`src/rtl/srcs_pkg.sv`:
```
package srcs_pkg;

    localparam int CUR_W   = 16;
    localparam int RREF_W  = 16;
    localparam int HF_W    = 9;
    localparam int RANGE_W = 2;
    localparam int CFG_DATA_W = 16;

    localparam int GS_W    = 8;
    localparam int SCALE_W = 5;
    localparam int OUT_DATA_W = 24;

    localparam int MR_W    = CUR_W + RREF_W;
    localparam int PROD_W  = 43;
    localparam int KIFS_W  = 16;
    localparam int DEN_W   = 36;
    localparam int N1_W    = PROD_W + 9;
    localparam int D1_W    = DEN_W + 1;
    localparam int Q1_W    = 8;
    localparam int EFF_W   = 9;
    localparam int EK_W    = 24;
    localparam int EK15_W  = 38;
    localparam int N2_W    = PROD_W + 14;
    localparam int D2_W    = EK15_W + 7;
    localparam int Q2_W    = 6;
    localparam int HPROD_W = SCALE_W + HF_W;

    localparam logic [10:0] SQRT2_MILLI   = 11'd1414;
    localparam logic [13:0] MEGA_ODD      = 14'd15625;
    localparam logic [GS_W-1:0] SCALER_MIN = 8'd32;
    localparam logic [EFF_W-1:0] SCALER_FULL = 9'd256;
    localparam logic [SCALE_W-1:0] SCALE_MAX = 5'd31;

    localparam logic [KIFS_W-1:0] KIFS_TABLE [4] = '{16'd11750, 16'd24000, 16'd36000, 16'd36000};
    localparam logic [DEN_W-1:0] DEN_TABLE [4] = '{
        36'd11750000000, 36'd24000000000, 36'd36000000000, 36'd36000000000
    };

    localparam logic [RANGE_W-1:0] RANGE_RST = 2'd0;
    localparam logic [RREF_W-1:0] RREF_RST   = 16'd12000;
    localparam logic [HF_W-1:0] HF_RST       = 9'd128;

    typedef enum logic [1:0] {
        CFG_CURRENT_RANGE = 2'd0,
        CFG_SENSE_REF     = 2'd1,
        CFG_HOLD_FRACTION = 2'd2
    } cfg_index_t;

endpackage

```
`src/rtl/srcs_div_pipe.sv`:
```
module srcs_div_pipe #(
    parameter int NW = 52,
    parameter int DW = 37,
    parameter int QW = 8,
    parameter int PW = 43
) (
    input  logic          clk,
    input  logic          rst_n,
    input  logic          in_valid,
    output logic          in_ready,
    input  logic [NW-1:0] num,
    input  logic [DW-1:0] den,
    input  logic [PW-1:0] in_side,
    output logic          out_valid,
    input  logic          out_ready,
    output logic [QW-1:0] quot,
    output logic          sat,
    output logic [PW-1:0] out_side
);

    localparam int CW = (NW > DW + QW) ? NW : DW + QW;

    logic [QW:0]   valid_reg;
    logic [QW:0]   sat_reg;
    logic [CW-1:0] rem_reg  [0:QW];
    logic [DW-1:0] den_reg  [0:QW];
    logic [QW-1:0] q_reg    [0:QW];
    logic [PW-1:0] side_reg [0:QW];

    logic [CW-1:0] trial    [1:QW];
    logic [CW-1:0] rem_next [1:QW];
    logic [QW-1:0] q_next   [1:QW];
    logic [QW:0]   en;
    logic          sat_next;

    always_comb
    begin
        en[QW] = !valid_reg[QW] || out_ready;
        for (int j = QW - 1; j >= 0; j--)
        begin
            en[j] = !valid_reg[j] || en[j+1];
        end
    end

    assign sat_next = CW'(num) >= (CW'(den) << QW);

    // one quotient bit per stage, msb first
    always_comb
    begin
        for (int j = 1; j <= QW; j++)
        begin
            trial[j] = CW'(den_reg[j-1]) << (QW - j);
            if (rem_reg[j-1] >= trial[j])
            begin
                rem_next[j] = rem_reg[j-1] - trial[j];
                q_next[j]   = q_reg[j-1] | (QW'(1) << (QW - j));
            end
            else
            begin
                rem_next[j] = rem_reg[j-1];
                q_next[j]   = q_reg[j-1];
            end
        end
    end

    always_ff @(posedge clk or negedge rst_n)
    begin
        if (!rst_n)
        begin
            valid_reg <= '0;
        end
        else
        begin
            if (en[0])
            begin
                valid_reg[0] <= in_valid;
            end
            for (int j = 1; j <= QW; j++)
            begin
                if (en[j])
                begin
                    valid_reg[j] <= valid_reg[j-1];
                end
            end
        end
    end

    always_ff @(posedge clk)
    begin
        if (en[0])
        begin
            rem_reg[0]  <= CW'(num);
            den_reg[0]  <= den;
            q_reg[0]    <= '0;
            sat_reg[0]  <= sat_next;
            side_reg[0] <= in_side;
        end
        for (int j = 1; j <= QW; j++)
        begin
            if (en[j])
            begin
                rem_reg[j]  <= rem_next[j];
                den_reg[j]  <= den_reg[j-1];
                q_reg[j]    <= q_next[j];
                sat_reg[j]  <= sat_reg[j-1];
                side_reg[j] <= side_reg[j-1];
            end
        end
    end

    assign in_ready  = en[0];
    assign out_valid = valid_reg[QW];
    assign quot      = q_reg[QW];
    assign sat       = sat_reg[QW];
    assign out_side  = side_reg[QW];

    a_rem_below_den: assert property (@(posedge clk) disable iff (!rst_n)
        valid_reg[QW] && !sat_reg[QW] |-> rem_reg[QW] < CW'(den_reg[QW]))
        else $error("final remainder not below divisor");

    a_start_in_range: assert property (@(posedge clk) disable iff (!rst_n)
        valid_reg[0] && !sat_reg[0] |-> rem_reg[0] < (CW'(den_reg[0]) << QW))
        else $error("unsaturated dividend exceeds quotient range");

endmodule

```
`src/rtl/stepper_rms_current_scaler_unit.sv`:
```
// Stepper RMS current scaler.
// Input stream s_axis: one requested RMS current in mA per item.
// Output stream m_axis: global scaler, run scale and hold scale per item.
// Config channel cfg_*: index 0 current range, 1 sense resistor ohms,
// 2 hold fraction (Q1.8); always ready, write only while no item is in flight.
// From input accept to output valid, three stages form the product ma*R*1414,
// a 9-stage restoring divider gives the global scaler, three stages build the
// second divisor, a 7-stage divider gives the run value and one output stage
// forms run and hold scale.
// One item per cycle when not stalled; each stage holds its own valid bit.
// When the receiver stalls, each stage holds only while the next is full, so
// empty stages still fill and input keeps being taken until the pipe is full.
// Reset clears all valid bits and sets the registers to range 0, 12000 ohms,
// hold fraction 128.
module stepper_rms_current_scaler_unit (
    input  logic                              clk,
    input  logic                              rst_n,
    input  logic                              s_axis_tvalid,
    output logic                              s_axis_tready,
    input  logic [srcs_pkg::CUR_W-1:0]        s_axis_tdata,   // [15:0] current_ma
    output logic                              m_axis_tvalid,
    input  logic                              m_axis_tready,
    output logic [srcs_pkg::OUT_DATA_W-1:0]   m_axis_tdata,   // [7:0] global_scale,
                                                              // [12:8] run_scale,
                                                              // [17:13] hold_scale
    input  logic                              cfg_valid,
    output logic                              cfg_ready,
    input  logic [1:0]                        cfg_index,
    input  logic [srcs_pkg::CFG_DATA_W-1:0]   cfg_data
);

    import srcs_pkg::*;

    logic [RANGE_W-1:0] range_reg;
    logic [RREF_W-1:0]  rref_reg;
    logic [HF_W-1:0]    hf_reg;

    logic [DEN_W-1:0]  den_sel;
    logic [KIFS_W-1:0] kifs_sel;

    logic              a_valid_reg, b_valid_reg, c_valid_reg;
    logic              e_valid_reg, f_valid_reg, g_valid_reg, h_valid_reg;
    logic              en_a, en_b, en_c, en_e, en_f, en_g, en_h;

    logic [MR_W-1:0]   mr_reg;
    logic [PROD_W-1:0] prod_b_reg;
    logic [N1_W-1:0]   n1_reg;
    logic [PROD_W-1:0] prod_c_reg;

    logic              d1_in_ready, d1_out_valid, d1_sat;
    logic [Q1_W-1:0]   d1_quot;
    logic [PROD_W-1:0] d1_prod;

    logic [GS_W-1:0]   s_next;
    logic [EFF_W-1:0]  eff_next;
    logic [EK_W-1:0]   ek_next;
    logic [GS_W-1:0]   s_e_reg, s_f_reg, s_g_reg;
    logic [EK_W-1:0]   ek_reg;
    logic [PROD_W-1:0] prod_e_reg, prod_f_reg;
    logic [EK15_W-1:0] ek15_reg;
    logic [N2_W-1:0]   n2_reg;
    logic [D2_W-1:0]   d2_reg;

    logic              d2_in_ready, d2_out_valid, d2_sat;
    logic [Q2_W-1:0]   d2_quot;
    logic [GS_W-1:0]   d2_s;

    logic [SCALE_W-1:0] run_next, hold_next;
    logic [HPROD_W-1:0] hprod;
    logic [OUT_DATA_W-1:0] out_data_reg;

    // config
    assign cfg_ready = 1'b1;

    always_ff @(posedge clk or negedge rst_n)
    begin
        if (!rst_n)
        begin
            range_reg <= RANGE_RST;
            rref_reg  <= RREF_RST;
            hf_reg    <= HF_RST;
        end
        else if (cfg_valid)
        begin
            case (cfg_index)
                CFG_CURRENT_RANGE: range_reg <= cfg_data[RANGE_W-1:0];
                CFG_SENSE_REF:     rref_reg  <= cfg_data[RREF_W-1:0];
                CFG_HOLD_FRACTION: hf_reg    <= cfg_data[HF_W-1:0];
                default:           ;
            endcase
        end
    end

    assign den_sel  = DEN_TABLE[range_reg];
    assign kifs_sel = KIFS_TABLE[range_reg];

    // stage enables
    assign en_h = !h_valid_reg || m_axis_tready;
    assign en_g = !g_valid_reg || d2_in_ready;
    assign en_f = !f_valid_reg || en_g;
    assign en_e = !e_valid_reg || en_f;
    assign en_c = !c_valid_reg || d1_in_ready;
    assign en_b = !b_valid_reg || en_c;
    assign en_a = !a_valid_reg || en_b;
    assign s_axis_tready = en_a;

    always_ff @(posedge clk or negedge rst_n)
    begin
        if (!rst_n)
        begin
            a_valid_reg <= 1'b0;
            b_valid_reg <= 1'b0;
            c_valid_reg <= 1'b0;
            e_valid_reg <= 1'b0;
            f_valid_reg <= 1'b0;
            g_valid_reg <= 1'b0;
            h_valid_reg <= 1'b0;
        end
        else
        begin
            if (en_a) a_valid_reg <= s_axis_tvalid;
            if (en_b) b_valid_reg <= a_valid_reg;
            if (en_c) c_valid_reg <= b_valid_reg;
            if (en_e) e_valid_reg <= d1_out_valid;
            if (en_f) f_valid_reg <= e_valid_reg;
            if (en_g) g_valid_reg <= f_valid_reg;
            if (en_h) h_valid_reg <= d2_out_valid;
        end
    end

    // front: ma*R, *1414, rounding dividend
    always_ff @(posedge clk)
    begin
        if (en_a)
        begin
            mr_reg <= {{RREF_W{1'b0}}, s_axis_tdata} * {{CUR_W{1'b0}}, rref_reg};
        end
        if (en_b)
        begin
            prod_b_reg <= PROD_W'(mr_reg) * PROD_W'(SQRT2_MILLI);
        end
        if (en_c)
        begin
            n1_reg     <= {prod_b_reg, 9'b0} + N1_W'(den_sel);
            prod_c_reg <= prod_b_reg;
        end
    end

    srcs_div_pipe #(
        .NW (N1_W),
        .DW (D1_W),
        .QW (Q1_W),
        .PW (PROD_W)
    ) u_div_scaler (
        .clk       (clk),
        .rst_n     (rst_n),
        .in_valid  (c_valid_reg),
        .in_ready  (d1_in_ready),
        .num       (n1_reg),
        .den       ({den_sel, 1'b0}),
        .in_side   (prod_c_reg),
        .out_valid (d1_out_valid),
        .out_ready (en_e),
        .quot      (d1_quot),
        .sat       (d1_sat),
        .out_side  (d1_prod)
    );

    // scaler clamp and second divisor
    always_comb
    begin
        if (d1_sat)
        begin
            s_next = '0;
        end
        else if (d1_quot < SCALER_MIN)
        begin
            s_next = SCALER_MIN;
        end
        else
        begin
            s_next = d1_quot;
        end
        eff_next = (s_next == '0) ? SCALER_FULL : EFF_W'(s_next);
        ek_next  = EK_W'({{KIFS_W{1'b0}}, eff_next} * {{EFF_W{1'b0}}, kifs_sel});
    end

    always_ff @(posedge clk)
    begin
        if (en_e)
        begin
            s_e_reg    <= s_next;
            ek_reg     <= ek_next;
            prod_e_reg <= d1_prod;
        end
        if (en_f)
        begin
            s_f_reg    <= s_e_reg;
            ek15_reg   <= EK15_W'(ek_reg) * EK15_W'(MEGA_ODD);
            prod_f_reg <= prod_e_reg;
        end
        if (en_g)
        begin
            s_g_reg <= s_f_reg;
            n2_reg  <= {prod_f_reg, 14'b0} + N2_W'({ek15_reg, 6'b0});
            d2_reg  <= {ek15_reg, 7'b0};
        end
    end

    srcs_div_pipe #(
        .NW (N2_W),
        .DW (D2_W),
        .QW (Q2_W),
        .PW (GS_W)
    ) u_div_run (
        .clk       (clk),
        .rst_n     (rst_n),
        .in_valid  (g_valid_reg),
        .in_ready  (d2_in_ready),
        .num       (n2_reg),
        .den       (d2_reg),
        .in_side   (s_g_reg),
        .out_valid (d2_out_valid),
        .out_ready (en_h),
        .quot      (d2_quot),
        .sat       (d2_sat),
        .out_side  (d2_s)
    );

    // run and hold
    always_comb
    begin
        if (d2_sat || d2_quot > Q2_W'(SCALE_MAX) + Q2_W'(1))
        begin
            run_next = SCALE_MAX;
        end
        else if (d2_quot == '0)
        begin
            run_next = '0;
        end
        else
        begin
            run_next = SCALE_W'(d2_quot - Q2_W'(1));
        end
        hprod = {{HF_W{1'b0}}, run_next} * {{SCALE_W{1'b0}}, hf_reg};
        if (hprod[HPROD_W-1:8] > (HPROD_W - 8)'(SCALE_MAX))
        begin
            hold_next = SCALE_MAX;
        end
        else
        begin
            hold_next = hprod[8 +: SCALE_W];
        end
    end

    always_ff @(posedge clk)
    begin
        if (en_h)
        begin
            out_data_reg <= {6'b0, hold_next, run_next, d2_s};
        end
    end

    assign m_axis_tvalid = h_valid_reg;
    assign m_axis_tdata  = out_data_reg;

    a_scaler_range: assert property (@(posedge clk) disable iff (!rst_n)
        h_valid_reg |-> (out_data_reg[7:0] == '0 || out_data_reg[7:0] >= SCALER_MIN))
        else $error("global scaler below minimum");

    a_hold_le_run: assert property (@(posedge clk) disable iff (!rst_n)
        h_valid_reg && hf_reg <= HF_W'(SCALER_FULL) |-> out_data_reg[17:13] <= out_data_reg[12:8])
        else $error("hold scale above run scale");

    a_zero_run_zero_hold: assert property (@(posedge clk) disable iff (!rst_n)
        h_valid_reg && out_data_reg[12:8] == '0 |-> out_data_reg[17:13] == '0)
        else $error("hold scale nonzero with zero run scale");

endmodule

```
`config.mk`:
```
export PLATFORM = sky130hd
export DESIGN_NAME = stepper_rms_current_scaler_unit
export DESIGN_NICKNAME = d
export VERILOG_FILES = /design/src/rtl/srcs_pkg.sv /design/src/rtl/srcs_div_pipe.sv /design/src/rtl/stepper_rms_current_scaler_unit.sv
export SDC_FILE = /design/constraint.sdc
export NUM_CORES = 2
export LEC_CHECK = 0
export BUFFER_PORTS_ARGS = -buffer_cell sky130_fd_sc_hd__buf_2
export CAP_MARGIN = 10
export CORE_UTILIZATION = 65
export DETAILED_ROUTE_END_ITERATION = 10
export PLACE_DENSITY = 0.81
export SYNTH_ARGS = -nofsm -noshare
export SYNTH_HDL_FRONTEND = slang
export SYNTH_SLANG_ARGS = --single-unit
```
`constraint.sdc`:
```
create_clock -name clk -period 8.7 [get_ports clk]
set_input_delay 0.435 -clock clk [delete_from_list [all_inputs] [get_ports clk]]
set_output_delay 0.435 -clock clk [all_outputs]
set_load 0.05 [all_outputs]
```
Yosys cells after proc, flatten, opt, wreduce, memory -nomap -nowiden
Memory sizes are Yosys's and may differ from the RTL's. A register that Yosys moved wholly into a read port is not among the register bits.
Cells that the tools add are included.
{"block": "word_totals", "n_memories": 8, "regBits": 476, "input_bits": 39, "ramBits": 2072}
{"block": "op_classes", "n_mul": 5, "n_addsub": 17, "n_reduce_logical": 53, "mux": 71, "bitwise_logic": 1, "magnitude_cmp": 20, "eq_ne": 2}
{"name": "u_div_scaler.rem_reg", "depth": 9, "word_bits": 52, "rd": 8, "rd_ports_with_merged_regs": 0, "wr": 9, "line_no": "srcs_div_pipe.sv:25", "source": "logic [CW-1:0] rem_reg [0:QW];"}
{"name": "u_div_run.rem_reg", "depth": 7, "word_bits": 57, "rd": 6, "rd_ports_with_merged_regs": 0, "wr": 7, "line_no": "srcs_div_pipe.sv:25"}
{"name": "u_div_scaler.side_reg", "depth": 9, "word_bits": 43, "rd": 9, "rd_ports_with_merged_regs": 1, "wr": 9, "line_no": "srcs_div_pipe.sv:28", "source": "logic [PW-1:0] side_reg [0:QW];"}
{"name": "u_div_scaler.den_reg", "depth": 9, "word_bits": 37, "rd": 8, "rd_ports_with_merged_regs": 0, "wr": 9, "line_no": "srcs_div_pipe.sv:26", "source": "logic [DW-1:0] den_reg [0:QW];"}
{"name": "u_div_run.den_reg", "depth": 7, "word_bits": 45, "rd": 6, "rd_ports_with_merged_regs": 0, "wr": 7, "line_no": "srcs_div_pipe.sv:26"}
{"name": "u_div_scaler.q_reg", "depth": 9, "word_bits": 8, "rd": 9, "rd_ports_with_merged_regs": 0, "wr": 9, "line_no": "srcs_div_pipe.sv:27", "source": "logic [QW-1:0] q_reg [0:QW];"}
{"name": "+2 memories"}
{"operator": "52-bit 2-to-1 mux", "n": 8}
{"operator": "57-bit 2-to-1 mux", "n": 6}
{"operator": "36-bit binary-select mux with 2-bit select", "n": 1}
{"operator": "36-bit 2-to-1 mux", "n": 2}
{"operator": "57-bit by 44-bit adder with 57-bit output", "n": 1}
{"operator": "57-bit by 45-bit >= comparator with 1-bit output", "n": 1}
{"operator": "57-bit by 46-bit >= comparator with 1-bit output", "n": 1}
{"operator": "57-bit by 47-bit >= comparator with 1-bit output", "n": 1}
{"operator": "57-bit by 48-bit >= comparator with 1-bit output", "n": 1}
{"operator": "57-bit by 49-bit >= comparator with 1-bit output", "n": 1}
{"operator": "57-bit by 50-bit >= comparator with 1-bit output", "n": 1}
{"operator": "57-bit by 51-bit >= comparator with 1-bit output", "n": 1}
{"operator": "57-bit by 45-bit subtractor with 57-bit output", "n": 1}
{"operator": "57-bit by 46-bit subtractor with 57-bit output", "n": 1}
{"operator": "57-bit by 47-bit subtractor with 57-bit output", "n": 1}
{"operator": "57-bit by 48-bit subtractor with 57-bit output", "n": 1}
{"operator": "57-bit by 49-bit subtractor with 57-bit output", "n": 1}
{"operator": "57-bit by 50-bit subtractor with 57-bit output", "n": 1}
{"operator": "52-bit by 36-bit adder with 52-bit output", "n": 1}
{"operator": "52-bit by 37-bit >= comparator with 1-bit output", "n": 1}
{"operator": "52-bit by 38-bit >= comparator with 1-bit output", "n": 1}
{"operator": "52-bit by 39-bit >= comparator with 1-bit output", "n": 1}
{"operator": "52-bit by 40-bit >= comparator with 1-bit output", "n": 1}
{"operator": "52-bit by 41-bit >= comparator with 1-bit output", "n": 1}
{"operator": "other kinds (42)", "n": 132}

Longest topological paths before layout
{"block": "depth", "ltp_word": 24, "ltp_mapped": 25}

Hierarchy
Synthesis repeated with hierarchy kept, for this count alone.
{"block": "hier_totals", "cells_unflattened": 12080, "area_unflattened_um2": 138452.8}
{"mod": "srcs_div_pipe at u_div_scaler", "seq_area_each_um2": 34578.2, "instances": 1, "cells_each": 4657, "area_each_um2": 56942.1}
{"mod": "srcs_div_pipe at u_div_run", "seq_area_each_um2": 21075.2, "instances": 1, "cells_each": 3788, "area_each_um2": 40918.0}
{"mod": "stepper_rms_current_scaler_unit", "seq_area_each_um2": 13683.1, "instances": 1, "cells_each": 3635, "area_each_um2": 40592.7}

Worst setup path before layout
OpenSTA, ideal clock, no wires.
{"block": "synth_timing", "path_type": "register -> register", "start": "register rref_reg[6]", "end": "register mr_reg[30] (data pin)", "setup_slack_ns": 2.080, "synth_period_minus_slack_ns": 6.620, "t_arrival_ns": 6.362, "t_required_ns": 8.442, "n_path_buf": 2, "stages_incl_launch_ff": 26, "path_cell_list": "dfstp_2 > clkbuf_1 > clkbuf_1 > nand2_1 > fa_1 > inv_1 > fa_1 > inv_1 > fa_1 > inv_1 > fa_1 > inv_1 > fa_1 > inv_1 > fa_1 > ha_1 > a21o_1 > a211o_1 > a211oi_1 > a21oi_1 > nand4_1 > nand2_1 > o21ai_0 > o2111ai_1 > a21oi_1 > xnor2_1"}
{"block": "synth_between", "elab_chain_len": 1}
{"item": "from (decl)", "line_no": "stepper_rms_current_scaler_unit.sv:35", "source": "logic [RREF_W-1:0] rref_reg;"}
{"item": "from (signal assigned)", "line_no": "stepper_rms_current_scaler_unit.sv:87", "source": "CFG_SENSE_REF: rref_reg <= cfg_data[RREF_W-1:0];"}
{"item": "16-bit by 16-bit multiplier with 32-bit output", "line_no": "stepper_rms_current_scaler_unit.sv:136", "source": "mr_reg <= {{RREF_W{1'b0}}, s_axis_tdata} * {{CUR_W{1'b0}}, rref_reg};"}
{"item": "to (signal assigned)", "line_no": "stepper_rms_current_scaler_unit.sv:136"}
{"item": "to (decl)", "line_no": "stepper_rms_current_scaler_unit.sv:45", "source": "logic [MR_W-1:0] mr_reg;"}
No other way between the ends.
A chain may end at the register's enable or synchronous reset.

Worst setup path in the final report
{"block": "layout_timing", "start": "register rref_reg[15]", "end": "register mr_reg[30] (data pin)"}
The elaborated chain is that of the path after synthesis.

==> results.py <==
metrics = {
    "global_route": {
        "grt_pass1_vias": 74850,
        "grt_start_max_net_pins": 91,
        "grt_usage_pct": 30.70,
        "grt_pass1_wl_um": 415900,
        "grt-ovfl-total": 0,
        "antenna_found_initial": 4,
    },
    "setup_path": {
        "crit_required_ns": 9.25,
        "crit_arrival_ns": 7.61,
        "critical_path.most_common_cell": "fa_1",
        "worstSetupPathType": "flip-flop to flip-flop",
        "path_delay_family": "adder cells",
        "critPathSlowestCell": "dfrtp_1",
        "critPathCaptureType": "flip-flop",
        "cp_max_fo": 17,
        "crit_buf_inv": 5,
        "worstSetupStartpointType": "flip-flop",
        "path_cells": "nand2_1 -> fa_1 -> inv_1 -> fa_1 -> inv_1 -> fa_1 -> inv_1 -> fa_1 -> inv_1 -> fa_1 -> inv_1 -> fa_1 -> ha_1 -> a21o_1 -> a211o_1 -> a211oi_1 -> a21oi_1 -> nand4_1 -> nand2_1 -> o21ai_0 -> o2111ai_1 -> a21oi_1 -> xnor2_1",
        "worst_path_largest_cell_delay_ns": 0.69,
    },
    "yosys": {
        "ys_ff_latch": 1868,
        "syn_area_mm2": 0.1131,
        "syn_inst": 9768,
        "synth_enable_flop_cells": 1818,
        "seq_area_frac_synth_pct": 49.37,
        "synthArstFlopShare_pct": 2.677,
        "synth_ff_type": "edfxtp_1",
        "yosys_warnings": 0,
        "synth_cell_types": 118,
        "postSynthAreaPerCell_um2": 11.58,
    },
    "floorplan": {
        "die_x_um": 419.2,
        "io_pins": 66,
        "initial_core_util_pct": 65.65,
        "rows": 152,
        "design.core.area_mm2": 0.1723,
        "die_area_mm2": 0.1757,
        "die_h_um": 419.2,
    },
    "finish": {
        "nFillCells": 12010,
        "largest_reg_flops": 378,
        "regArea_mm2": 0.05585,
        "multi_input_area_mm2": 0.05215,
        "nets": 11360,
        "final_layout_size_suffix_gt1_share_pct": 5.733,
        "n_antenna_cell": 0,
        "syn_to_final_growth_pct": 8.273,
    },
    "detailed_routing": {
        "vias_per_cell": 6.038,
        "ant_nets": 0,
        "drt_pass1_iterations": 7,
        "drc_errors": 0,
        "initialDrtViolationCount": 5686,
        "vias": 74510,
        "wl_per_cell_um": 21.72,
        "wl_um": 268000,
    },
    "place": {
        "hpwlAfterDp_um": 204100,
        "gp_congestion": 0.9546,
        "port_buffers": 58,
    },
    "timing": {
        "finalHoldViolCount": 0,
        "slew_violations": 0,
        "finalClockSkew_ns": 0.06188,
        "fin_tns_setup_ns": 0,
        "max_freq_mhz": 141.6,
        "period_needed_ns": 7.063,
        "finalCritPeriodShare_pct": 81.19,
        "finalSetupViolCount": 0,
        "rsz0062_at_grt": "false",
        "relSlewSlack_pct": 19.71,
        "tightest_slew_ns": 1.174,
    },
    "clock_tree": {
        "cts_resized": 0,
        "insertion_delay_ns": 0.86,
        "clk_pin_slew_ns": 0.06,
        "postCtsSetupBuffers": 0,
        "cts_root_buf": "clkbuf_16",
        "ctsHoldBuffers": 18,
        "clock_sinks": 1868,
        "cts_buffers": 188,
        "cts_tree": "yes",
        "cts_max_path_buffers": 3,
        "h-tree-depth": 4,
    },
    "job": {
        "cap_violations": 0,
    },
    "hold_path": {
        "hp-class": "input pin to flip-flop",
    },
    "run_status": {
        "status": "completed",
    },
}
## final cells by class
cell class | instances | area share [%]
Clock inverter | 121 | 1.193
Inverter | 1177 | 3.615
Multi-Input combinational cell | 6522 | 42.58
Clock buffer | 222 | 3.987
Sequential cell | 1868 | 45.60
Tap cell | 2310 | 2.360
Timing Repair Buffer | 119 | 0.6660
## worst register-to-register path: stages, from the launching register on
cell,delay [ns]
dfrtp_1,0.69
nand2_1,0.16
fa_1,0.57
inv_1,0.06
fa_1,0.54
inv_1,0.06
fa_1,0.53
inv_1,0.06
fa_1,0.54
inv_1,0.06
fa_1,0.53
inv_1,0.05
fa_1,0.51
ha_1,0.41
a21o_1,0.22
a211o_1,0.32
a211oi_1,0.23
a21oi_1,0.18
nand4_1,0.14
nand2_1,0.09
o21ai_0,0.40
o2111ai_1,0.18
a21oi_1,0.20
xnor2_1,0.09
## cells in the mapped netlist (all sizes together) (15+ instances only)
cell type  number  area (um^2)
nor3          163        825.8
nor2          516         1937
a31oi          41        262.8
nand2         789         2962
o21bai         74        555.5
or2            41        256.5
and3           66        412.9
and2          171         1070
a31o           17        148.9
nand4          91        569.3
a221oi         17        155.1
fa            452         9049
and4           30        262.8
a2111oi        15        147.6
dfrtp          42         1051
nor4b          19        178.9
edfxtp       1818        54590
a21o          257         1929
a21oi         584         2945
nand3         154        775.7
xnor2         346         3030
mux2           41        461.7
o21a           81        608.1
a211oi         64        510.5
o31ai          54        410.4
a21boi         25        195.2
o211ai         41        317.8
nor2b          75        469.2
a211o          26        227.7
buf            64        350.3
or4            19        146.4
or3            49        311.6
xor2          288         2522
o21ai         487         2456
nor3b          20        160.2
clkbuf        143        540.5
nand2b        119        744.5
nor4           69        444.2
ha            989        12370
o41ai          20        220.2
inv          1176         4414
## cell families (layout without fill, tap and decap cells)
logic type,after synthesis,count (layout),share of synthesized area [%]
other,2,8,0.006639
flip-flops,1868,1868,49.37
multiplexers,53,53,0.5143
AND/OR/NAND/NOR,2430,2430,10.49
buffers and inverters,1384,1639,4.693
XOR/XNOR,634,634,4.909
AO/OA/AOI/OAI,1956,1956,11.08
adder cells (fa/ha/maj),1441,1441,18.94
## cell usage in the layout (no fill, tap or decap), types with 119 or more instances in the layout
cell type / instances
nand2_1: 781
nand2b_1: 119
and2_1: 170
nor3_1: 160
ha_1: 989
xor2_1: 288
a21oi_1: 580
nor2_1: 516
clkbuf_16: 189
xnor2_1: 346
nand3_1: 150
o21ai_0: 469
edfxtp_1: 1818
inv_1: 1166
a21o_1: 257
fa_1: 452
## per-stage QoR
step / setup WS [ns] / utilization [%] / cells / hold WS (ns) / cell area (um^2)
after floorplan: 2.080 / - / 9774 / 0.1394 / 113100
after global placement: 1.757 / 67.28 / 11980 / 0.4001 / 115900
after detailed placement: 1.674 / 67.28 / 11980 / 0.4045 / 115900
after CTS: 1.684 / 71.07 / 12340 / 0.04693 / 122500
after global routing: 1.259 / 71.09 / 12340 / 0.1027 / 122500
final: 1.637 / 71.09 / 12340 / 0.1198 / 122500
## path summary, 6_finish.rpt
check,startpoint,end,slack (ns),depth (start not counted)
max,rref_reg[15]$_DFFE_PN0P_,mr_reg[30]$_DFFE_PP_,1.64,23
min,cfg_index[1],range_reg[1]$_DFFE_PN0P_,0.12,4
max reg2reg,rref_reg[15]$_DFFE_PN0P_,mr_reg[30]$_DFFE_PP_,1.64,23
min reg2reg,u_div_run.side_reg[6][1]$_DFFE_PP_,m_axis_tdata[1]$_DFFE_PP_,0.38,0
max in group asynchronous,rst_n,u_div_run.valid_reg[4]$_DFFE_PN0P_,7.86,2
min in group asynchronous,rst_n,m_axis_tvalid$_DFFE_PN0P_,0.24,2
## per-layer routing
layer | track usage (%) | routed length (um) | vias to the layer above
met1 | 36.43 | 103500 | 36280
met3 | 4.175 | 13090 | 713
met2 | 54.16 | 135800 | 2530
met5 | 0 | 18 | -
li1 | - | - | 34980
met4 | 16.25 | 15540 | 4
Power is not shown: default switching activity piles up to over one toggle a cycle in this logic, so the estimate is an artifact.
